$ cat config.mk
export PLATFORM = sky130hd
export DESIGN_NAME = welford_running_variance
export DESIGN_NICKNAME = d
export VERILOG_FILES = /design/src/rtl/wrv_pkg.sv /design/src/rtl/welford_running_variance.sv /design/src/rtl/wrv_div.sv /design/src/rtl/wrv_ctrl.sv /design/src/rtl/wrv_dp.sv
export SDC_FILE = /design/constraint.sdc
export NUM_CORES = 2
export LEC_CHECK = 0
export BUFFER_PORTS_ARGS = -buffer_cell sky130_fd_sc_hd__buf_2
export CAP_MARGIN = 30
export CORE_MARGIN = 2
export CORE_UTILIZATION = 45
export DETAILED_ROUTE_END_ITERATION = 8
export GPL_ROUTABILITY_DRIVEN = 1
export PLACE_DENSITY_LB_ADDON = 0.3
export SYNTH_ARGS = -nofsm -noshare
export SYNTH_HDL_FRONTEND = slang
export SYNTH_SLANG_ARGS = --single-unit
$ cat constraint.sdc
create_clock -name clk -period 10.5 [get_ports clk]
set_input_delay 1.575 -clock clk [delete_from_list [all_inputs] [get_ports clk]]
set_output_delay 1.575 -clock clk [all_outputs]
set_load 0.1 [all_outputs]
$ cat src/rtl/wrv_pkg.sv
package wrv_pkg;

	localparam int CNT_W   = 32;
	localparam int DATA_W  = 32;
	localparam int M2_W    = 64;
	localparam int VAR_W   = 63;
	localparam int DIVR_W  = 32;

	// The divider retires two quotient bits per cycle.
	localparam int DIV_SHORT_CYC = 16;
	localparam int DIV_LONG_CYC  = 32;
	localparam int DIV_CNT_W     = $clog2(DIV_LONG_CYC);

	localparam logic [CNT_W-1:0] COUNT_MAX = '1;
	localparam logic [VAR_W-1:0] VAR_MAX   = '1;

	typedef enum logic [3:0] {
		ST_IDLE,
		ST_DECODE,
		ST_MDIV,
		ST_MEAN,
		ST_MUL,
		ST_ACC,
		ST_VSTART,
		ST_VDIV,
		ST_DONE
	} wrv_state_t;

	typedef struct packed {
		logic capture;
		logic do_clear;
		logic do_first;
		logic do_push;
		logic mean_upd;
		logic mul;
		logic acc;
		logic vdiv_start;
		logic set_drop;
		logic out_load;
	} wrv_cmd_t;

	typedef struct packed {
		logic is_clear;
		logic is_full;
		logic is_first;
		logic cnt_gt1;
		logic div_busy;
	} wrv_sts_t;

endpackage

$ cat src/rtl/welford_running_variance.sv
// Channel | Signals                                   | Direction | Item
// --------+-------------------------------------------+-----------+---------------------------
// in      | in_valid, in_ready, action, sample        | into      | one clear or one push
// out     | out_valid, out_ready, entry_count,        | out of    | statistics after the item
//         | running_mean, sample_variance, dropped    |           |
//
// The block handles one item at a time. A push that is neither the first sample nor a
// dropped one passes after acceptance through a decode step, the shared divider for the
// mean step, a mean update, a multiply, an accumulate, a start step, the same divider
// for the variance and a load step. A clear or a first push goes from decode straight
// to the load step; a dropped push goes from decode to the start step, as the variance
// is recomputed. The next item can be taken in the cycle after the result is loaded.
// Reset is asynchronous and active low; it empties the accumulator and the output valid flag.
// The next item is accepted while a result still waits in the output register; the block
// stalls only when a new result is ready and the previous one has not yet been taken.
module welford_running_variance
	import wrv_pkg::*;
#(
	parameter int SAMPLE_BITS = 32
) (
	input  logic              clk,
	input  logic              arst_n,
	input  logic              in_valid,
	output logic              in_ready,
	input  logic              action,
	input  logic [DATA_W-1:0] sample,
	output logic              out_valid,
	input  logic              out_ready,
	output logic [CNT_W-1:0]  entry_count,
	output logic [DATA_W-1:0] running_mean,
	output logic [VAR_W-1:0]  sample_variance,
	output logic              dropped
);

	// The controller sequences each item; the datapath holds the count, the mean and the
	// sum of squared deviations, together with the shared iterative divider.
	wrv_cmd_t cmd;
	wrv_sts_t sts;

	wrv_ctrl u_ctrl (
		.clk       (clk),
		.arst_n    (arst_n),
		.in_valid  (in_valid),
		.in_ready  (in_ready),
		.out_valid (out_valid),
		.out_ready (out_ready),
		.sts       (sts),
		.cmd       (cmd)
	);

	// The sample is sign-extended from bit SAMPLE_BITS-1; the mean is kept at that width
	// because each step moves it towards the sample and never beyond the sample range.
	wrv_dp #(
		.SAMPLE_BITS (SAMPLE_BITS)
	) u_dp (
		.clk             (clk),
		.arst_n          (arst_n),
		.cmd             (cmd),
		.sts             (sts),
		.action          (action),
		.sample          (sample),
		.entry_count     (entry_count),
		.running_mean    (running_mean),
		.sample_variance (sample_variance),
		.dropped         (dropped)
	);

endmodule

$ cat src/rtl/wrv_div.sv
module wrv_div
	import wrv_pkg::*;
(
	input  logic              clk,
	input  logic              arst_n,
	input  logic              start,
	input  logic              long_run,
	input  logic [M2_W-1:0]   dividend,
	input  logic [DIVR_W-1:0] divisor,
	output logic              busy,
	output logic [M2_W-1:0]   quotient
);

	logic                 busy_q;
	logic [DIV_CNT_W-1:0] cnt_q;
	logic [DIVR_W-1:0]    rem_q;
	logic [M2_W-1:0]      qd_q;
	logic [DIVR_W-1:0]    div_q;
	logic [DIVR_W-1:0]    rem_mid;
	logic [M2_W-1:0]      qd_mid;
	logic [DIVR_W-1:0]    rem_nxt;
	logic [M2_W-1:0]      qd_nxt;

	// One restoring step: shift in the next dividend bit, subtract if it fits.
	function automatic logic [DIVR_W+M2_W-1:0] div_step(
		input logic [DIVR_W-1:0] r,
		input logic [M2_W-1:0]   qd,
		input logic [DIVR_W-1:0] d
	);
		logic [DIVR_W:0]   r1;
		logic [DIVR_W:0]   diff;
		logic              ge;
		logic [DIVR_W-1:0] rn;
		r1   = {r, qd[M2_W-1]};
		diff = r1 - {1'b0, d};
		ge   = (r1 >= {1'b0, d});
		rn   = ge ? diff[DIVR_W-1:0] : r1[DIVR_W-1:0];
		return {rn, qd[M2_W-2:0], ge};
	endfunction

	always_comb begin
		{rem_mid, qd_mid} = div_step(rem_q, qd_q, div_q);
		{rem_nxt, qd_nxt} = div_step(rem_mid, qd_mid, div_q);
	end

	always_ff @(posedge clk or negedge arst_n) begin
		if (!arst_n) begin
			busy_q <= 1'b0;
			cnt_q  <= '0;
		end else if (start) begin
			busy_q <= 1'b1;
			cnt_q  <= long_run ? DIV_CNT_W'(DIV_LONG_CYC - 1) : DIV_CNT_W'(DIV_SHORT_CYC - 1);
		end else if (busy_q) begin
			cnt_q <= cnt_q - 1'b1;
			if (cnt_q == '0) begin
				busy_q <= 1'b0;
			end
		end
	end

	always_ff @(posedge clk) begin
		if (start) begin
			rem_q <= '0;
			div_q <= divisor;
			qd_q  <= long_run ? dividend : {dividend[DIVR_W-1:0], {(M2_W-DIVR_W){1'b0}}};
		end else if (busy_q) begin
			rem_q <= rem_nxt;
			qd_q  <= qd_nxt;
		end
	end

	assign busy     = busy_q;
	assign quotient = qd_q;

endmodule

$ cat src/rtl/wrv_ctrl.sv
module wrv_ctrl
	import wrv_pkg::*;
(
	input  logic     clk,
	input  logic     arst_n,
	input  logic     in_valid,
	output logic     in_ready,
	output logic     out_valid,
	input  logic     out_ready,
	input  wrv_sts_t sts,
	output wrv_cmd_t cmd
);

	wrv_state_t state_q;
	wrv_state_t state_d;
	logic       out_valid_q;
	logic       out_free;

	assign out_free = !out_valid_q || out_ready;

	always_comb begin
		state_d = state_q;
		unique case (state_q)
			ST_IDLE: begin
				if (in_valid) begin
					state_d = ST_DECODE;
				end
			end
			ST_DECODE: begin
				priority if (sts.is_clear) begin
					state_d = ST_DONE;
				end else if (sts.is_full) begin
					state_d = ST_VSTART;
				end else if (sts.is_first) begin
					state_d = ST_DONE;
				end else begin
					state_d = ST_MDIV;
				end
			end
			ST_MDIV: begin
				if (!sts.div_busy) begin
					state_d = ST_MEAN;
				end
			end
			ST_MEAN:   state_d = ST_MUL;
			ST_MUL:    state_d = ST_ACC;
			ST_ACC:    state_d = ST_VSTART;
			ST_VSTART: state_d = sts.cnt_gt1 ? ST_VDIV : ST_DONE;
			ST_VDIV: begin
				if (!sts.div_busy) begin
					state_d = ST_DONE;
				end
			end
			ST_DONE: begin
				if (out_free) begin
					state_d = ST_IDLE;
				end
			end
			default: state_d = ST_IDLE;
		endcase
	end

	always_comb begin
		cmd      = '0;
		in_ready = 1'b0;
		unique case (state_q)
			ST_IDLE: begin
				in_ready    = 1'b1;
				cmd.capture = in_valid;
			end
			ST_DECODE: begin
				priority if (sts.is_clear) begin
					cmd.do_clear = 1'b1;
				end else if (sts.is_full) begin
					cmd.set_drop = 1'b1;
				end else if (sts.is_first) begin
					cmd.do_first = 1'b1;
				end else begin
					cmd.do_push = 1'b1;
				end
			end
			ST_MEAN:   cmd.mean_upd   = 1'b1;
			ST_MUL:    cmd.mul        = 1'b1;
			ST_ACC:    cmd.acc        = 1'b1;
			ST_VSTART: cmd.vdiv_start = sts.cnt_gt1;
			ST_DONE:   cmd.out_load   = out_free;
			default: begin
				cmd = '0;
			end
		endcase
	end

	always_ff @(posedge clk or negedge arst_n) begin
		if (!arst_n) begin
			state_q     <= ST_IDLE;
			out_valid_q <= 1'b0;
		end else begin
			state_q <= state_d;
			if (cmd.out_load) begin
				out_valid_q <= 1'b1;
			end else if (out_ready) begin
				out_valid_q <= 1'b0;
			end
		end
	end

	assign out_valid = out_valid_q;

endmodule

$ cat src/rtl/wrv_dp.sv
module wrv_dp
	import wrv_pkg::*;
#(
	parameter int SAMPLE_BITS = 32
) (
	input  logic              clk,
	input  logic              arst_n,
	input  wrv_cmd_t          cmd,
	output wrv_sts_t          sts,
	input  logic              action,
	input  logic [DATA_W-1:0] sample,
	output logic [CNT_W-1:0]  entry_count,
	output logic [DATA_W-1:0] running_mean,
	output logic [VAR_W-1:0]  sample_variance,
	output logic              dropped
);

	localparam int SB = SAMPLE_BITS;

	// Architectural state.
	logic [CNT_W-1:0]     count_q;
	logic signed [SB-1:0] mean_q;
	logic [M2_W-1:0]      m2_q;

	// Working registers for one item.
	logic                 act_q;
	logic signed [SB-1:0] x_q;
	logic                 d_neg_q;
	logic [SB-1:0]        d_mag_q;
	logic [2*SB-1:0]      prod_q;
	logic                 drop_q;

	// Result register.
	logic [CNT_W-1:0]     cnt_out_q;
	logic [DATA_W-1:0]    mean_out_q;
	logic [VAR_W-1:0]     var_out_q;
	logic                 drop_out_q;

	logic signed [SB:0]   d_full;
	logic [SB:0]          d_abs;
	logic signed [SB:0]   e_full;
	logic [SB:0]          e_abs;
	logic [SB:0]          q_mag;
	logic [SB:0]          q_signed;
	logic [SB:0]          mean_sum;
	logic [M2_W:0]        m2_sum;
	logic                 div_start;
	logic                 div_long;
	logic [M2_W-1:0]      div_dividend;
	logic [DIVR_W-1:0]    div_divisor;
	logic                 div_busy;
	logic [M2_W-1:0]      div_quot;
	logic [VAR_W-1:0]     var_val;

	always_comb begin
		d_full   = {x_q[SB-1], x_q} - {mean_q[SB-1], mean_q};
		d_abs    = d_full[SB] ? -d_full : d_full;
		e_full   = {x_q[SB-1], x_q} - {mean_q[SB-1], mean_q};
		e_abs    = e_full[SB] ? -e_full : e_full;
		q_mag    = {1'b0, div_quot[SB-1:0]};
		q_signed = d_neg_q ? -q_mag : q_mag;
		mean_sum = {mean_q[SB-1], mean_q} + q_signed;
		m2_sum   = {1'b0, m2_q} + (M2_W+1)'(prod_q);
	end

	// The same divider serves the mean step (short run) and the variance (long run).
	assign div_start    = cmd.do_push || cmd.vdiv_start;
	assign div_long     = cmd.vdiv_start;
	assign div_dividend = cmd.vdiv_start ? m2_q : M2_W'(d_abs[SB-1:0]);
	assign div_divisor  = cmd.vdiv_start ? (count_q - 1'b1) : (count_q + 1'b1);

	wrv_div u_div (
		.clk      (clk),
		.arst_n   (arst_n),
		.start    (div_start),
		.long_run (div_long),
		.dividend (div_dividend),
		.divisor  (div_divisor),
		.busy     (div_busy),
		.quotient (div_quot)
	);

	always_ff @(posedge clk or negedge arst_n) begin
		if (!arst_n) begin
			count_q <= '0;
			mean_q  <= '0;
			m2_q    <= '0;
		end else begin
			if (cmd.do_clear) begin
				count_q <= '0;
				mean_q  <= '0;
				m2_q    <= '0;
			end else if (cmd.do_first) begin
				count_q <= count_q + 1'b1;
				mean_q  <= x_q;
				m2_q    <= '0;
			end else if (cmd.do_push) begin
				count_q <= count_q + 1'b1;
			end else if (cmd.mean_upd) begin
				mean_q <= mean_sum[SB-1:0];
			end else if (cmd.acc) begin
				m2_q <= m2_sum[M2_W] ? '1 : m2_sum[M2_W-1:0];
			end
		end
	end

	always_ff @(posedge clk) begin
		if (cmd.capture) begin
			act_q  <= action;
			x_q    <= sample[SB-1:0];
			drop_q <= 1'b0;
		end else if (cmd.set_drop) begin
			drop_q <= 1'b1;
		end
		if (cmd.do_push) begin
			d_neg_q <= d_full[SB];
			d_mag_q <= d_abs[SB-1:0];
		end
		if (cmd.mul) begin
			prod_q <= d_mag_q * e_abs[SB-1:0];
		end
	end

	assign var_val = div_quot[M2_W-1] ? VAR_MAX : div_quot[VAR_W-1:0];

	always_ff @(posedge clk) begin
		if (cmd.out_load) begin
			cnt_out_q  <= count_q;
			mean_out_q <= DATA_W'(mean_q);
			var_out_q  <= sts.cnt_gt1 ? var_val : '0;
			drop_out_q <= drop_q;
		end
	end

	assign sts.is_clear = act_q;
	assign sts.is_full  = (count_q == COUNT_MAX);
	assign sts.is_first = (count_q == '0);
	assign sts.cnt_gt1  = (count_q > CNT_W'(1));
	assign sts.div_busy = div_busy;

	assign entry_count     = cnt_out_q;
	assign running_mean    = mean_out_q;
	assign sample_variance = var_out_q;
	assign dropped         = drop_out_q;

endmodule

==> reports/metrics.csv <==
stage;metric;value;unit
floorplan;Die Area;149000;um2
clock_network;Clock transition at path regs;0.06;ns
logic_synthesis;Post-Syn Area per Cell;9.19;um2
sta;f_max;95.6;MHz
layout;area delta synth->final;13.9;%
worst_setup_path;critical path class;reg -> reg;
sta;post-route setup TNS;0;ns
detailed_routing;initial DRC count;3945;
logic_synthesis;Syn. warnings;0;
worst_setup_path;Crit. End Element;flip-flop;
worst_setup_path;Slowest cell on crit path;fa_1;
logic_synthesis;flops & latches, synth;526;
layout;FF/Latch Area;14800;um2
detailed_routing;post-route ant nets;0;
detailed_routing;TritonRoute pass-1 iters;6;
worst_setup_path;crit-path most repeated cell;fa_1;
logic_synthesis;register area share after synthesis;0.225;
worst_setup_path;Startpoint Class;flip-flop;
floorplan;Initial Util;0.452;
sta;worst hold slack;0.443;ns
sta;final hold vios;0;
global_route;vias in the first global route;53000;
layout;multi-input logic area;46400;um2
sta;RSZ-0062 raised after global routing;yes;
clock_network;# clock sinks;526;
layout;fill count;13300;
sta;Final min period;10.46;ns
sta;Rel. slew slack;0.287;
clock_network;clk buf depth;3;
logic_synthesis;main flop type after synthesis;edfxtp_1;
clock_network;CTS root buffer;clkbuf_16;
outcome;outcome;finished clean;
clock_network;CTS tree;built;
worst_setup_path;Worst EP required;10.88;ns
global_route;GRT Util Overall;0.259;
worst_setup_path;Buffers & Inverters on Critical Path;7;
floorplan;Die H;386;um
worst_setup_path;CP Max Fanout;10;
floorplan;core box area;145000;um2
min_path;worst hold path class;reg -> reg;
logic_synthesis;Post-Synthesis Cells;7129;
layout;n_diodes;0;
clock_network;Clock Latency Late Sink;0.68;ns
detailed_routing;WL/cell;20.7;um
floorplan;Die Span X;386;um
sta;Fin Clk Skew;0.0514;ns
global_route;pin count of the biggest net entering global routing;89;
detailed_routing;vias per cell;5.52;
sta;Slew Limit Fails;0;
global_route;initial antenna violation count;4;
logic_synthesis;number of flops mapped to enable cells by yosys;354;
logic_synthesis;Post-Syn Nets;8528;
layout;Final nets;8832;
worst_setup_path;CP arrival;10.84;ns
logic_synthesis;synthesized area;65500;um2
worst_setup_path;CP peak stage delay;0.60;ns
floorplan;std cell rows;140;
worst_setup_path;cell family with most CP delay;adder cells;
layout;layout cells sized above 1;0.123;
logic_synthesis;Synth cell types;84;
placed_design;Port-buffer cells;166;
placed_design;gp weighted congestion;0.948;
clock_network;number of CTS-inserted buffers;58;
job;max cap viols;0;
detailed_routing;DRC viols;0;
placed_design;Final HPWL DP;153000;um
detailed_routing;total wire length;195000;um
sta;crit share post-route;0.996;
floorplan;IO Count;167;
detailed_routing;DR vias;51900;
logic_synthesis;Async SR Flop Fraction;0.264;
sta;final setup violation count;0;
global_route;first-pass GRT wire length;302000;um
global_route;GRT overflow;0;
clock_network;H-tree Lvls;2;
sta;actual slew at the worst max-slew pin;1.07;ns
-- worst paths after layout --
| kind | slack [ns] | endpoint | from | cells past startpoint |
|---|---|---|---|---|
| hold / removal | 0.44 | u_dp.dropped | u_dp.drop_q | 0 |
| setup reg to reg | 0.04 | u_dp.prod_q[55] | u_dp.x_q[1] | 38 |
| max in group asynchronous | 7.88 | u_dp.u_div.busy | arst_n | 2 |
| min in group asynchronous | 0.93 | u_dp.mean_q[9] | arst_n | 1 |
| setup / recovery | 0.04 | u_dp.prod_q[55] | u_dp.x_q[1] | 38 |
| hold reg to reg | 0.44 | u_dp.dropped | u_dp.drop_q | 0 |
-- layout by cell type, fill, tap and decap left out, types with 80 or more instances in the layout --
master    instances
and2_1          442
o21ai_0         254
buf_4           369
inv_1          1115
dfrtp_1         138
edfxtp_1        354
buf_2           166
xor2_1           99
a21o_1          158
nand2_1         919
ha_1            449
nand3_1         101
nor2_1          336
fa_1            887
xnor2_1         179
a31oi_1          80
a21oi_1         358
-- flip-flops by register name, indices dropped and copies added, names as in the netlist --
name,flops
u_dp.m2_q,64
u_dp.prod_q,64
u_dp.u_div.quotient,64
u_dp.sample_variance,63
u_dp.count_q,32
u_dp.d_mag_q,32
u_dp.entry_count,32
u_dp.mean_q,32
u_dp.running_mean,32
u_dp.u_div.div_q,32
u_dp.u_div.rem_q,32
u_dp.x_q,32
u_dp.u_div.cnt_q,5
u_ctrl.state_q,4
u_ctrl.out_valid,1
u_dp.act_q,1
u_dp.d_neg_q,1
u_dp.drop_q,1
u_dp.dropped,1
u_dp.u_div.busy,1
-- per-stage QoR --
stage	cells	worst slack (ns)	cell area [um2]	utilization
floorplan	7129	0.127	65500	-
global placement	9241	-0.273	71100	0.490
detailed placement	9244	-0.344	71200	0.491
CTS	9368	-0.0213	73600	0.508
global route	9400	-0.269	74600	0.515
finish	9400	0.0406	74600	0.515
-- per-layer routing --
layer	track usage	routed length (um)	up-vias
met5	0	0	-
met4	0.0587	4410	0
met3	0.0317	12500	281
met2	0.427	91600	1715
met1	0.364	86500	26200
li1	-	-	23700
-- repair_timing --
action,4_1_cts,5_1_grt
buffers inserted,14,28
endpoints found under the hold margin,0,0
resized for setup,45,139
hold buffers,0,0
gates cloned,0,7
endpoints found under the setup margin,16,28
pin swaps,8,47
-- cells in the mapped netlist, drive strengths merged (34+ instances only) --
library cell | number | share of area
buf | 55 | 0.0040
ha | 461 | 0.088
xnor2 | 196 | 0.027
edfxtp | 354 | 0.16
a31oi | 94 | 0.0090
and3 | 42 | 0.0040
dfrtp | 139 | 0.053
nand2 | 927 | 0.053
nand2b | 42 | 0.0040
a21oi | 372 | 0.028
and2 | 446 | 0.043
o21ai | 268 | 0.021
o21a | 34 | 0.0039
fa | 901 | 0.28
nor2 | 347 | 0.020
nand4 | 36 | 0.0034
nand3 | 102 | 0.0078
clkbuf | 302 | 0.017
o31ai | 36 | 0.0041
nor3 | 57 | 0.0044
a21o | 158 | 0.018
xor2 | 116 | 0.016
mux2i | 35 | 0.0053
inv | 1123 | 0.064
nor2b | 51 | 0.0049
-- cell type report --
cell class / count / share of cell area
Sequential cell: 526 / 0.198
Clock inverter: 45 / 0.00763
Multi-Input combinational cell: 5122 / 0.622
Tap cell: 1917 / 0.0321
Clock buffer: 65 / 0.0202
Inverter: 1124 / 0.0566
Timing Repair Buffer: 601 / 0.0639
-- cell families after synthesis --
| group | Yosys count | share of synthesized area |
|---|---|---|
| flip-flops | 526 | 0.225 |
| adder cells (fa/ha/maj) | 1362 | 0.363 |
| AND/OR/NAND/NOR | 2176 | 0.158 |
| XOR/XNOR | 312 | 0.0424 |
| multiplexers | 52 | 0.00827 |
| buffers and inverters | 1481 | 0.0858 |
| AO/OA/AOI/OAI | 1220 | 0.117 |
-- worst reg2reg max path: cells and delay by family, from the launching register on --
kind                       cells  cell delay (ns)
buffers and inverters          7             1.11
and+or+nand+nor                5             1.13
DFF                            1             0.42
AOI/OAI and AO/OA             13             2.37
xor gates and xnor gates       3             0.45
adders and majority gates     10             4.70
Power is not shown: default switching activity piles up to over one toggle a cycle in this logic, so the estimate is an artifact.
